`src/hdl/weighted_random_index_select_assert.svh`:
```
// assertion macros for the weighted random index select rtl
`ifndef WEIGHTED_RANDOM_INDEX_SELECT_ASSERT_SVH
`define WEIGHTED_RANDOM_INDEX_SELECT_ASSERT_SVH

// property checked on every rising edge outside reset
`define WRS_ASSERT(lbl, prop, msg) \
  lbl: assert property (@(posedge clk_i) disable iff (!rst_ni) (prop)) else $error(msg);

// condition that must never be seen outside reset
`define WRS_ASSERT_NEVER(lbl, cond, msg) \
  lbl: assert property (@(posedge clk_i) disable iff (!rst_ni) !(cond)) else $error(msg);

`endif

```
`src/hdl/wrs_pkg.sv`:
```
// types, constants and helpers shared by the weighted random index select
`timescale 1ns / 1ps
`default_nettype none

package wrs_pkg;

  localparam int unsigned WEIGHT_W = 32;
  localparam int unsigned RND_W    = 32;
  localparam int unsigned IDX_W    = 6;

  localparam logic [WEIGHT_W-1:0] MAX_WEIGHT_RST = 32'd10000;

  localparam logic KIND_APPEND = 1'b0;
  localparam logic KIND_SELECT = 1'b1;

  typedef struct packed {
    logic                kind;
    logic [WEIGHT_W-1:0] weight;
    logic                available;
    logic [RND_W-1:0]    random_value;
  } wrs_in_t;

  typedef struct packed {
    logic             found;
    logic [IDX_W-1:0] selected_index;
    logic             overflow;
  } wrs_out_t;

  typedef struct packed {
    logic                available;
    logic [WEIGHT_W-1:0] weight;
  } wrs_entry_t;

  typedef enum logic [2:0] {
    ST_IDLE,
    ST_SUM,
    ST_MOD,
    ST_WALK,
    ST_DONE
  } wrs_state_e;

  // entry takes part when available and weight in 1..max
  function automatic logic entry_counts(wrs_entry_t e, logic [WEIGHT_W-1:0] max_w);
    entry_counts = e.available && (e.weight != '0) && (e.weight <= max_w);
  endfunction

endpackage

`default_nettype wire

```
`src/hdl/wrs_store.sv`:
```
// entry memory: one write port, one read port with registered data
`timescale 1ns / 1ps
`default_nettype none

module wrs_store #(
  parameter int unsigned DEPTH = 64,
  parameter int unsigned AW    = $clog2(DEPTH)
) (
  input  wire logic                clk_i,
  input  wire logic                wr_en_i,
  input  wire logic [AW-1:0]       wr_addr_i,
  input  wire wrs_pkg::wrs_entry_t wr_data_i,
  input  wire logic                rd_en_i,
  input  wire logic [AW-1:0]       rd_addr_i,
  output      wrs_pkg::wrs_entry_t rd_data_o
);
  import wrs_pkg::*;

  wrs_entry_t mem [DEPTH];
  wrs_entry_t rd_data_q;

  always_ff @(posedge clk_i) begin
    if (wr_en_i) begin
      mem[wr_addr_i] <= wr_data_i;
    end
  end

  always_ff @(posedge clk_i) begin
    if (rd_en_i) begin
      rd_data_q <= mem[rd_addr_i];
    end
  end

  assign rd_data_o = rd_data_q;

endmodule

`default_nettype wire

```
`src/hdl/wrs_mod.sv`:
```
// bit-serial restoring modulo, one dividend bit per cycle
`timescale 1ns / 1ps
`default_nettype none

module wrs_mod #(
  parameter int unsigned TW = 38
) (
  input  wire logic                     clk_i,
  input  wire logic                     rst_ni,
  input  wire logic                     start_i,
  input  wire logic [wrs_pkg::RND_W-1:0] dividend_i,
  input  wire logic [TW-1:0]            divisor_i,
  output      logic                     done_o,
  output      logic [TW-1:0]            rem_o
);
  import wrs_pkg::*;

  localparam int unsigned CNT_W = $clog2(RND_W);

  logic             busy_q;
  logic             done_q;
  logic [CNT_W-1:0] cnt_q;
  logic [RND_W-1:0] dvd_q;
  logic [TW-1:0]    div_q;
  logic [TW-1:0]    rem_q;
  logic [TW:0]      rem_sh;
  logic [TW:0]      rem_sub;
  logic             last_step;

  assign rem_sh    = {rem_q, dvd_q[RND_W-1]};
  assign rem_sub   = rem_sh - {1'b0, div_q};
  assign last_step = busy_q && (cnt_q == CNT_W'(RND_W - 1));

  always_ff @(posedge clk_i or negedge rst_ni) begin
    if (!rst_ni) begin
      busy_q <= 1'b0;
      done_q <= 1'b0;
    end else begin
      done_q <= last_step;
      if (start_i) begin
        busy_q <= 1'b1;
      end else if (last_step) begin
        busy_q <= 1'b0;
      end
    end
  end

  always_ff @(posedge clk_i) begin
    if (start_i) begin
      cnt_q <= '0;
      dvd_q <= dividend_i;
      div_q <= divisor_i;
      rem_q <= '0;
    end else if (busy_q) begin
      cnt_q <= cnt_q + 1'b1;
      dvd_q <= {dvd_q[RND_W-2:0], 1'b0};
      // trial subtract, keep the shifted remainder when it goes negative
      if (rem_sh >= {1'b0, div_q}) begin
        rem_q <= rem_sub[TW-1:0];
      end else begin
        rem_q <= rem_sh[TW-1:0];
      end
    end
  end

  assign done_o = done_q;
  assign rem_o  = rem_q;

`include "weighted_random_index_select_assert.svh"

  `WRS_ASSERT(a_rem_below_div, done_o |-> (rem_o < div_q), "remainder not below divisor")
  `WRS_ASSERT_NEVER(a_start_busy, start_i && busy_q, "modulo restarted while running")
  `WRS_ASSERT(a_done_single, done_o |=> !done_o, "done held longer than one cycle")
  `WRS_ASSERT(a_done_idle, done_o |-> (!busy_q && $past(busy_q)), "done without a finished run")

endmodule

`default_nettype wire

```
`src/hdl/weighted_random_index_select.sv`:
```
// top level of the weighted random index select (roulette wheel)
`timescale 1ns / 1ps
`default_nettype none

// Weighted random index select. Append requests (kind 0) store one entry of
// weight and availability each; entries beyond MAX_ENTRIES are dropped and
// flagged as overflow in the next result. A select request (kind 1) runs
// three passes: a sum over the n stored entries through the single read
// port of the entry memory, a bit-serial modulo of the random value by that
// sum, and a walk that reads entries again and subtracts weights until the
// remainder falls inside one; then it loads the result register. The modulo
// and the walk are skipped when no entry counts. An entry counts when
// available and its weight lies in 1..max_weight, using max_weight as it
// stands at the select. Every select empties the list and clears the
// overflow flag. The max_weight register (reset 10000) is written through
// the cfg channel, always ready; write it only while the block is idle.
module weighted_random_index_select #(
  parameter int unsigned MAX_ENTRIES = 64
) (
  input  wire logic                            clk_i,
  input  wire logic                            rst_ni,
  input  wire logic                            in_valid_i,
  output      logic                            in_ready_o,
  input  wire wrs_pkg::wrs_in_t                in_data_i,
  output      logic                            out_valid_o,
  input  wire logic                            out_ready_i,
  output      wrs_pkg::wrs_out_t               out_data_o,
  input  wire logic                            cfg_valid_i,
  output      logic                            cfg_ready_o,
  input  wire logic [wrs_pkg::WEIGHT_W-1:0]    cfg_data_i
);
  import wrs_pkg::*;

  localparam int unsigned AW = $clog2(MAX_ENTRIES);
  localparam int unsigned CW = $clog2(MAX_ENTRIES + 1);
  // total of up to MAX_ENTRIES weights
  localparam int unsigned TW = WEIGHT_W + $clog2(MAX_ENTRIES);

  wrs_state_e state_q, state_d;

  // control state
  logic [CW-1:0]       cnt_q;
  logic                ovf_q;
  logic [WEIGHT_W-1:0] maxw_q;
  logic                rd_vld_q;
  logic                out_valid_q;

  // payload
  logic [RND_W-1:0] rnd_q;
  logic [TW-1:0]    sum_q;
  logic [RND_W-1:0] roll_q;
  logic [CW-1:0]    ptr_q;
  logic [AW-1:0]    rd_idx_q;
  logic             found_q;
  logic [AW-1:0]    hit_idx_q;
  wrs_out_t         out_q;

  logic       in_fire;
  logic       is_append;
  logic       is_select;
  logic       has_room;
  logic       rd_issue;
  logic       rd_counts;
  logic       sum_done;
  logic       walk_hit;
  logic       walk_end;
  logic       out_free;
  logic       mod_start;
  logic       mod_done;
  logic [TW-1:0] mod_rem;
  wrs_entry_t wr_entry;
  wrs_entry_t rd_entry;

  assign in_fire   = in_valid_i && in_ready_o;
  assign is_append = in_fire && (in_data_i.kind == KIND_APPEND);
  assign is_select = in_fire && (in_data_i.kind == KIND_SELECT);
  assign has_room  = cnt_q < CW'(MAX_ENTRIES);
  assign out_free  = !out_valid_q || out_ready_i;

  assign wr_entry.available = in_data_i.available;
  assign wr_entry.weight    = in_data_i.weight;

  // one memory read a cycle in both passes, read data arrives in the next cycle
  assign rd_counts = entry_counts(rd_entry, maxw_q);
  assign sum_done  = (state_q == ST_SUM) && !rd_issue && !rd_vld_q;
  assign walk_hit  = (state_q == ST_WALK) && rd_vld_q && rd_counts &&
                     (roll_q < rd_entry.weight);
  assign walk_end  = (state_q == ST_WALK) && !rd_issue && !rd_vld_q;

  wrs_store #(
    .DEPTH (MAX_ENTRIES),
    .AW    (AW)
  ) u_store (
    .clk_i     (clk_i),
    .wr_en_i   (is_append && has_room),
    .wr_addr_i (cnt_q[AW-1:0]),
    .wr_data_i (wr_entry),
    .rd_en_i   (rd_issue),
    .rd_addr_i (ptr_q[AW-1:0]),
    .rd_data_o (rd_entry)
  );

  wrs_mod #(
    .TW (TW)
  ) u_mod (
    .clk_i      (clk_i),
    .rst_ni     (rst_ni),
    .start_i    (mod_start),
    .dividend_i (rnd_q),
    .divisor_i  (sum_q),
    .done_o     (mod_done),
    .rem_o      (mod_rem)
  );

  // next state
  always_comb begin
    state_d = state_q;
    unique case (state_q)
      ST_IDLE: begin
        if (is_select) state_d = ST_SUM;
      end
      ST_SUM: begin
        if (sum_done) state_d = (sum_q != '0) ? ST_MOD : ST_DONE;
      end
      ST_MOD: begin
        if (mod_done) state_d = ST_WALK;
      end
      ST_WALK: begin
        if (walk_hit || walk_end) state_d = ST_DONE;
      end
      ST_DONE: begin
        if (out_free) state_d = ST_IDLE;
      end
      default: state_d = ST_IDLE;
    endcase
  end

  // state outputs
  always_comb begin
    in_ready_o = 1'b0;
    rd_issue   = 1'b0;
    mod_start  = 1'b0;
    unique case (state_q)
      ST_IDLE: in_ready_o = 1'b1;
      ST_SUM: begin
        rd_issue  = ptr_q < cnt_q;
        mod_start = sum_done && (sum_q != '0);
      end
      ST_WALK: rd_issue = ptr_q < cnt_q;
      ST_MOD, ST_DONE: ;
      default: ;
    endcase
  end

  always_ff @(posedge clk_i or negedge rst_ni) begin
    if (!rst_ni) begin
      state_q     <= ST_IDLE;
      cnt_q       <= '0;
      ovf_q       <= 1'b0;
      maxw_q      <= MAX_WEIGHT_RST;
      rd_vld_q    <= 1'b0;
      out_valid_q <= 1'b0;
    end else begin
      state_q  <= state_d;
      rd_vld_q <= rd_issue;
      if (cfg_valid_i) begin
        maxw_q <= cfg_data_i;
      end
      if (is_append) begin
        if (has_room) begin
          cnt_q <= cnt_q + 1'b1;
        end else begin
          ovf_q <= 1'b1;
        end
      end
      // result loads once the output register is free, list empties
      if ((state_q == ST_DONE) && out_free) begin
        out_valid_q <= 1'b1;
        cnt_q       <= '0;
        ovf_q       <= 1'b0;
      end else if (out_ready_i) begin
        out_valid_q <= 1'b0;
      end
    end
  end

  always_ff @(posedge clk_i) begin
    if (rd_issue) begin
      ptr_q    <= ptr_q + 1'b1;
      rd_idx_q <= ptr_q[AW-1:0];
    end
    unique case (state_q)
      ST_IDLE: begin
        if (is_select) begin
          rnd_q   <= in_data_i.random_value;
          sum_q   <= '0;
          ptr_q   <= '0;
          found_q <= 1'b0;
        end
      end
      ST_SUM: begin
        if (rd_vld_q && rd_counts) begin
          sum_q <= sum_q + TW'(rd_entry.weight);
        end
      end
      ST_MOD: begin
        ptr_q <= '0;
        if (mod_done) begin
          roll_q <= mod_rem[RND_W-1:0];
        end
      end
      ST_WALK: begin
        if (walk_hit) begin
          found_q   <= 1'b1;
          hit_idx_q <= rd_idx_q;
        end else if (rd_vld_q && rd_counts) begin
          roll_q <= roll_q - rd_entry.weight;
        end
      end
      ST_DONE: begin
        if (out_free) begin
          out_q.found          <= found_q;
          out_q.selected_index <= found_q ? IDX_W'(hit_idx_q) : '0;
          out_q.overflow       <= ovf_q;
        end
      end
      default: ;
    endcase
  end

  assign out_valid_o = out_valid_q;
  assign out_data_o  = out_q;
  assign cfg_ready_o = 1'b1;

endmodule

`default_nettype wire

```
`config.mk`:
```
export PLATFORM = sky130hd
export DESIGN_NAME = weighted_random_index_select
export DESIGN_NICKNAME = d
export VERILOG_FILES = /design/src/hdl/wrs_pkg.sv /design/src/hdl/wrs_store.sv /design/src/hdl/wrs_mod.sv /design/src/hdl/weighted_random_index_select.sv
export VERILOG_INCLUDE_DIRS = /design/src /design/src/hdl
export SDC_FILE = /design/constraint.sdc
export NUM_CORES = 2
export LEC_CHECK = 0
export ABC_AREA = 1
export BUFFER_PORTS_ARGS = -buffer_cell sky130_fd_sc_hd__buf_4
export CELL_PAD_IN_SITES_DETAIL_PLACEMENT = 1
export CELL_PAD_IN_SITES_GLOBAL_PLACEMENT = 2
export CORE_UTILIZATION = 44
export DETAILED_ROUTE_END_ITERATION = 8
export PLACE_DENSITY_LB_ADDON = 0.1
export SLEW_MARGIN = 0
export SYNTH_ARGS = -nofsm -noshare
export SYNTH_HDL_FRONTEND = slang
export SYNTH_SLANG_ARGS = --single-unit
export TNS_END_PERCENT = 50
```
`constraint.sdc`:
```
create_clock -name clk_i -period 6.6 [get_ports clk_i]
set_clock_uncertainty 0.15 [all_clocks]
set_input_delay 0.99 -clock clk_i [delete_from_list [all_inputs] [get_ports clk_i]]
set_output_delay 0.99 -clock clk_i [all_outputs]
set_load 0.005 [all_outputs]
```
-- Word-level counts from Yosys, hierarchy flattened
Memory sizes are Yosys's and may differ from the RTL's. A register that Yosys moved wholly into a read port is not among the register bits.
Index checks and enable logic that the tools add are counted.
- output and inout port bits: 11
- memories kept: 1
- register bits after elaboration: 290
- bits in writable memories: 2112
- logic and storage cells: 131
- memory list (memory ; depth ; bits a word ; read ports ; clocked after Yosys merged registers in ; wr ports ; line ; RTL):
    u_store.mem ; 64 ; 33 ; 1 ; 1 ; 1 ; wrs_store.sv:19 ; wrs_entry_t mem [DEPTH];
- reductions and logical operators: 43
- multiplexer cells: 38
- order comparisons: 5
- equal/unequal tests: 15
- bitwise logic cells: 1
- add/sub/neg operators: 6
- operators with widths (cell ; count):
    32-bit 2-to-1 mux ; 5
    38-bit 2-to-1 mux ; 3
    38-bit one-hot mux with 2 select lines ; 1
    32-bit one-hot mux with 2 select lines ; 1
    39-bit by 38-bit greater-or-equal comparator with 1-bit output ; 1
    38-bit by 32-bit adder with 38-bit output ; 1
    38-bit nonzero test ; 1
    38-bit subtractor ; 1
    7-bit 2-to-1 mux ; 5
    32-bit less-or-equal comparator ; 1
    32-bit less-than comparator ; 1
    32-bit nonzero test ; 1
    32-bit subtractor ; 1
    3-bit 2-to-1 mux ; 6
    1-bit logical AND ; 17
    2-bit nonzero test ; 8
    3-bit one-hot mux with 5 select lines ; 1
    7-bit by 1-bit adder with 7-bit output, second input constant ; 2
    1-bit 2-to-1 mux ; 14
    7-bit one-hot mux with 2 select lines ; 1
    2-bit by 1-bit != test with 1-bit output, second input constant ; 5
    2-bit != test, second input constant ; 5
    2-bit AND reduction ; 5
    7-bit less-than comparator ; 1
    other kinds (15) ; 20

-- Depth between registers and ports, before layout
- word-level depth: 9
- mapped depth: 20

-- Modules after synthesis
From an unflattened synthesis, not the netlist that was laid out.
- cells, all modules: 9520
- area, all modules: 105488.7 µm²
- by module, submodules not included (module ; cells an instance ; times used ; area each (µm²)):
    wrs_store ; 6980 ; 1 ; 86045.0
    weighted_random_index_select ; 1414 ; 1 ; 11594.9
    wrs_mod ; 1126 ; 1 ; 7848.8

-- Worst setup path after synthesis
No wires, ideal clock.
- path type: input to register
- start point: input in_valid_i
- end point: register sum_q[0] (enable)
- path slack: 0.275 ns
- library setup time: 0.446 ns
- stages: 4
- data arrival time: 5.729 ns
- cells stage by stage: inv_1 > nor3b_1 > nor2_1 > a21oi_1
- cells in the longest elaborated chain, start to end: 4
- RTL lines (item ; line ; RTL):
    from (decl) ; weighted_random_index_select.sv:22 ; input wire logic in_valid_i,
    1-bit logical AND ; weighted_random_index_select.sv:74 ; assign in_fire = in_valid_i && in_ready_o;
    1-bit logical AND ; weighted_random_index_select.sv:76 ; assign is_select = in_fire && (in_data_i.kind == KIND_SELECT);
    2-bit != test (no source line) ; -- ;
    3-bit AND reduction (no source line) ; -- ;
    to (signal assigned) ; weighted_random_index_select.sv:203 ; sum_q <= sum_q + TW'(rd_entry.weight);
    to (decl) ; weighted_random_index_select.sv:50 ; logic [TW-1:0] sum_q;
Every way passes these cells.
A chain may end at the register's enable or synchronous reset.

-- Worst setup path after layout
- start point: register state_q[2]
- end point: memory u_store.mem[1][26] (netlist name) (enable)
- cells in the longest elaborated chain, start to end: 7
- RTL lines (item ; line ; RTL):
    from (decl) ; weighted_random_index_select.sv:39 ; wrs_state_e state_q, state_d;
    from (signal assigned) ; weighted_random_index_select.sv:164 ; state_q <= state_d;
    3-bit logical NOT ; weighted_random_index_select.sv:143 ; unique case (state_q)
    1-bit 2-to-1 mux ; weighted_random_index_select.sv:143 ;
    1-bit logical AND ; weighted_random_index_select.sv:74 ;
    1-bit logical AND ; weighted_random_index_select.sv:75 ; assign is_append = in_fire && (in_data_i.kind == KIND_APPEND);
    1-bit logical AND ; weighted_random_index_select.sv:95 ; .wr_en_i (is_append && has_room),
    1-bit 2-to-1 mux ; wrs_store.sv:23 ; if (wr_en_i) begin
    1-bit 2-to-1 mux (implied by the code) ; wrs_store.sv:24 ; mem[wr_addr_i] <= wr_data_i;
    to (decl) ; wrs_store.sv:19 ;
Every way passes these cells.

==> results.md <==
* Final setup TNS at 0 ns
* Critical path startpoint category: flip-flop
* Post-synth top area share at 68.9%
* Worst Path Required at 7.09 ns
* I/O Buffers at 112
* Critical Path Max Stage Delay at 1.12 ns
* Synth Register Bits at 2435
* Pwr Total at 52.7 mW
* Die Area at 233000 sq um
* Yosys top cell by area: edfxtp_1
* Final Setup Violations at 0
* Pwr per Cell Area at 458 nW/um^2
* Ys async rst share at 1.93%
* Max-cap violations at 0
* DRC at 0
* Max-slew violation count at 0
* Slew at the pin with the worst max-slew slack at 1.38 ns
* Clock Latency Late Sink at 0.95 ns
* Main flop type after synthesis: edfxtp_1
* GP Congestion at 0.857
* Post-DP HPWL at 209000 microns
* Util after Layout at 50.0%
* Crit-path cells: nor2_1 -> nand2_1 -> nor3_1 -> buf_4 -> nand2_1 -> nor2_1 -> nand3_1 -> nor2_4 -> buf_4
* Count leader, synth: edfxtp_1
* Number of CTS-inserted buffers at 286
* Io pins at 114
* Initial antenna violation count at 19
* Main area contributors after synthesis: edfxtp_1 69%, o21ai_0 7.2%, nor2_1 5.7%
* Hold-fix buffers, CTS at 0
* Worst hold-check path type: primary input to asynchronous set/reset pin
* Status: finished clean
* Final #Nets at 8887
* Post-synthesis compound-gate area fraction at 12.9%
* CTS Sinks at 2435
* RSZ-0062 raised after global routing: no
* Post-CTS Repair Setup Buffers at 0
* Xor and xnor area share after synthesis at 0.378%
* Total GRT Usage at 29.7%
* Number of DRC markers in iteration 0 at 7169
* Rows at 176
* Layout cells sized above 1 at 8.26%
* Simple-gate area share of the yosys netlist at 10.5%
* Routed wire per std cell at 29.6 microns
* Synth Cell Area at 102000 sq um
* Grt total ovfl at 0
* Layout area overhead at 13.0%
* Reg clk slew, reported paths at 0.06 ns
* Initial Utilization at 44.3%
* Largest family of logic cells by synthesized area: compound AO/OA/AOI/OAI gates
* CTS H-tree depth at 5
* Via Count at 71000
* Die Width at 483 microns
* Crit Path Class: flip-flop to flip-flop
* Avg Cell Area, Syn at 11.9 sq um
* Ys Warns at 0
* Final hold vios at 0
* Final wirelength at 352000 microns
* Cts repair resizes at 0
* Max VDD drop at 0.000312 V
* Syn nets at 8839
* Crit path max fanout at 21
* Crit. End Element: flip-flop
* Largest net degree at the start of global routing at 163
* Post-Synth Adder-Cell Area at 1.83%
* Vias in the first global route at 72600
* CTS tree: built
* Critical Path AT at 5.84 ns
* Post-DRT Antenna Nets at 0
* Register area share after synthesis at 71.1%
* Slew HR at 7.58%
* DRT Pass-1 Iters at 5
* Root Buffer: clkbuf_16
* Top cells by count, synth: 2338 x edfxtp_1, 1558 x nor2_1, 1462 x o21ai_0, 789 x nand2_1, 609 x o22ai_1
* Leakage at 39.5 nW
* Mux contribution to synthesized area at 0.0111%
* Synth cell types at 51
* DIE HEIGHT at 483 microns
* CTS Buffer Depth at 4
* Synth Instances at 8589
* Number of flops mapped to enable cells by yosys at 2338
* Tmin final at 5.35 ns
* Global-route wire length before repair at 506000 microns
* Floorplan core area at 230000 sq um
* Worst path slowest cell: nor3_1
* Fin crit share at 81.1%
* Max Fclk at 0.187 GHz
* Via/cell ratio at 5.98
## routing by layer
layer	vias up	routed length [microns]	part of all wire, %	GRT usage (%)
met1	36700	149000	42	40.0
met3	579	18800	5.4	3.43
met2	2274	169000	48	49.1
li1	31400	-	-	-
met5	-	54	0.015	0
met4	8	14800	4.2	11.7
## critical path: cells and delay by family (launching register included)
family / cells / cell delay [ns]
DFF: 1 / 0.41
buffers and inverters: 2 / 0.58
and+or+nand+nor: 7 / 3.89
## registers in the layout (all words and copies together), names as in the netlist, 7 cells and up
signal             count
maxw_q                32
u_mod.rem_o           38
sum_q                 38
u_store.mem         2112
u_store.rd_data_o     33
u_mod.div_q           38
roll_q                32
cnt_q                  7
ptr_q                  7
out_data_o             8
u_mod.dvd_q           32
rnd_q                 32
## cells by family (layout without fill, tap and decap cells)
kind of cell,after synthesis,in the layout
other,1,6
DFF,2435,2435
buffers and inverters,852,1108
adders and majority gates,147,147
and+or+nand+nor,2693,2693
muxes,1,1
AOI/OAI and AO/OA,2416,2416
xor gates and xnor gates,44,44
## per-stage QoR
stage | setup slack (ns) | instance area (sq um) | hold WS (ns) | cells
2_1_floorplan | 0.275 | 102000 | 0.250 | 8589
3_3_place_gp | 1.10 | 106000 | 0.255 | 11400
3_5_place_dp | 1.06 | 106000 | 0.265 | 11400
4_1_cts | 1.25 | 115000 | 0.0356 | 11900
5_1_grt | 1.05 | 115000 | 0.0682 | 11900
6_report | 1.25 | 115000 | 0.0802 | 11900
## final cells by class
type / instances / area [sq um]
Multi-Input combinational cell: 5302 / 26600
Inverter: 349 / 1340
Clock buffer: 357 / 7600
Fill cell: 23500 / 115000
Tap cell: 3026 / 3790
Timing Repair Buffer: 263 / 2240
Antenna cell: 5 / 12.5
Clock inverter: 139 / 1120
Sequential cell: 2435 / 72400
## path summary, 6_finish.rpt
kind,start,endpoint,slack (ns),cells after the start
min in group clk_i,in_data_i[26],rnd_q[26],0.11,1
max reg2reg,state_q[2],u_store.mem[1][26],1.25,9
min,rst_ni,maxw_q[22],0.08,1
max in group asynchronous,rst_ni,cnt_q[1],5.64,1
min reg2reg,rd_idx_q[0],hit_idx_q[0],0.28,0
max,state_q[2],u_store.mem[1][26],1.25,9
## report_power, final
part | switching [mW] | internal (mW) | total (mW)
combinational | 13.1 | 5.10 | 18.2
sequential | 1.13 | 18.2 | 19.4
clock | 6.26 | 8.83 | 15.1
## cells in the final DEF (no fill, tap or decap), types with 15 or more instances in the layout
cell type,synthesis,final
edfxtp_1,2338,2338
nor2_1,1558,1495
o21ai_0,1462,1462
nand2_1,789,788
o22ai_1,609,609
inv_1,339,335
clkbuf_16,0,293
buf_4,7,242
nand3_1,215,214
a21oi_1,196,195
ha_1,144,144
clkinv_1,5,77
clkbuf_1,376,61
nor2_4,0,59
dfxtp_1,50,44
dfrtp_1,42,42
nor3_1,45,40
nand4_1,38,38
clkinv_2,0,38
xnor2_1,29,29
o21ai_1,29,29
a21o_1,25,25
o221ai_1,23,23
buf_12,0,21
o211ai_1,20,20
nand3b_1,19,19
bufinv_16,0,18
xor2_1,15,15
Note: power is estimated with default switching activity, not from simulation.
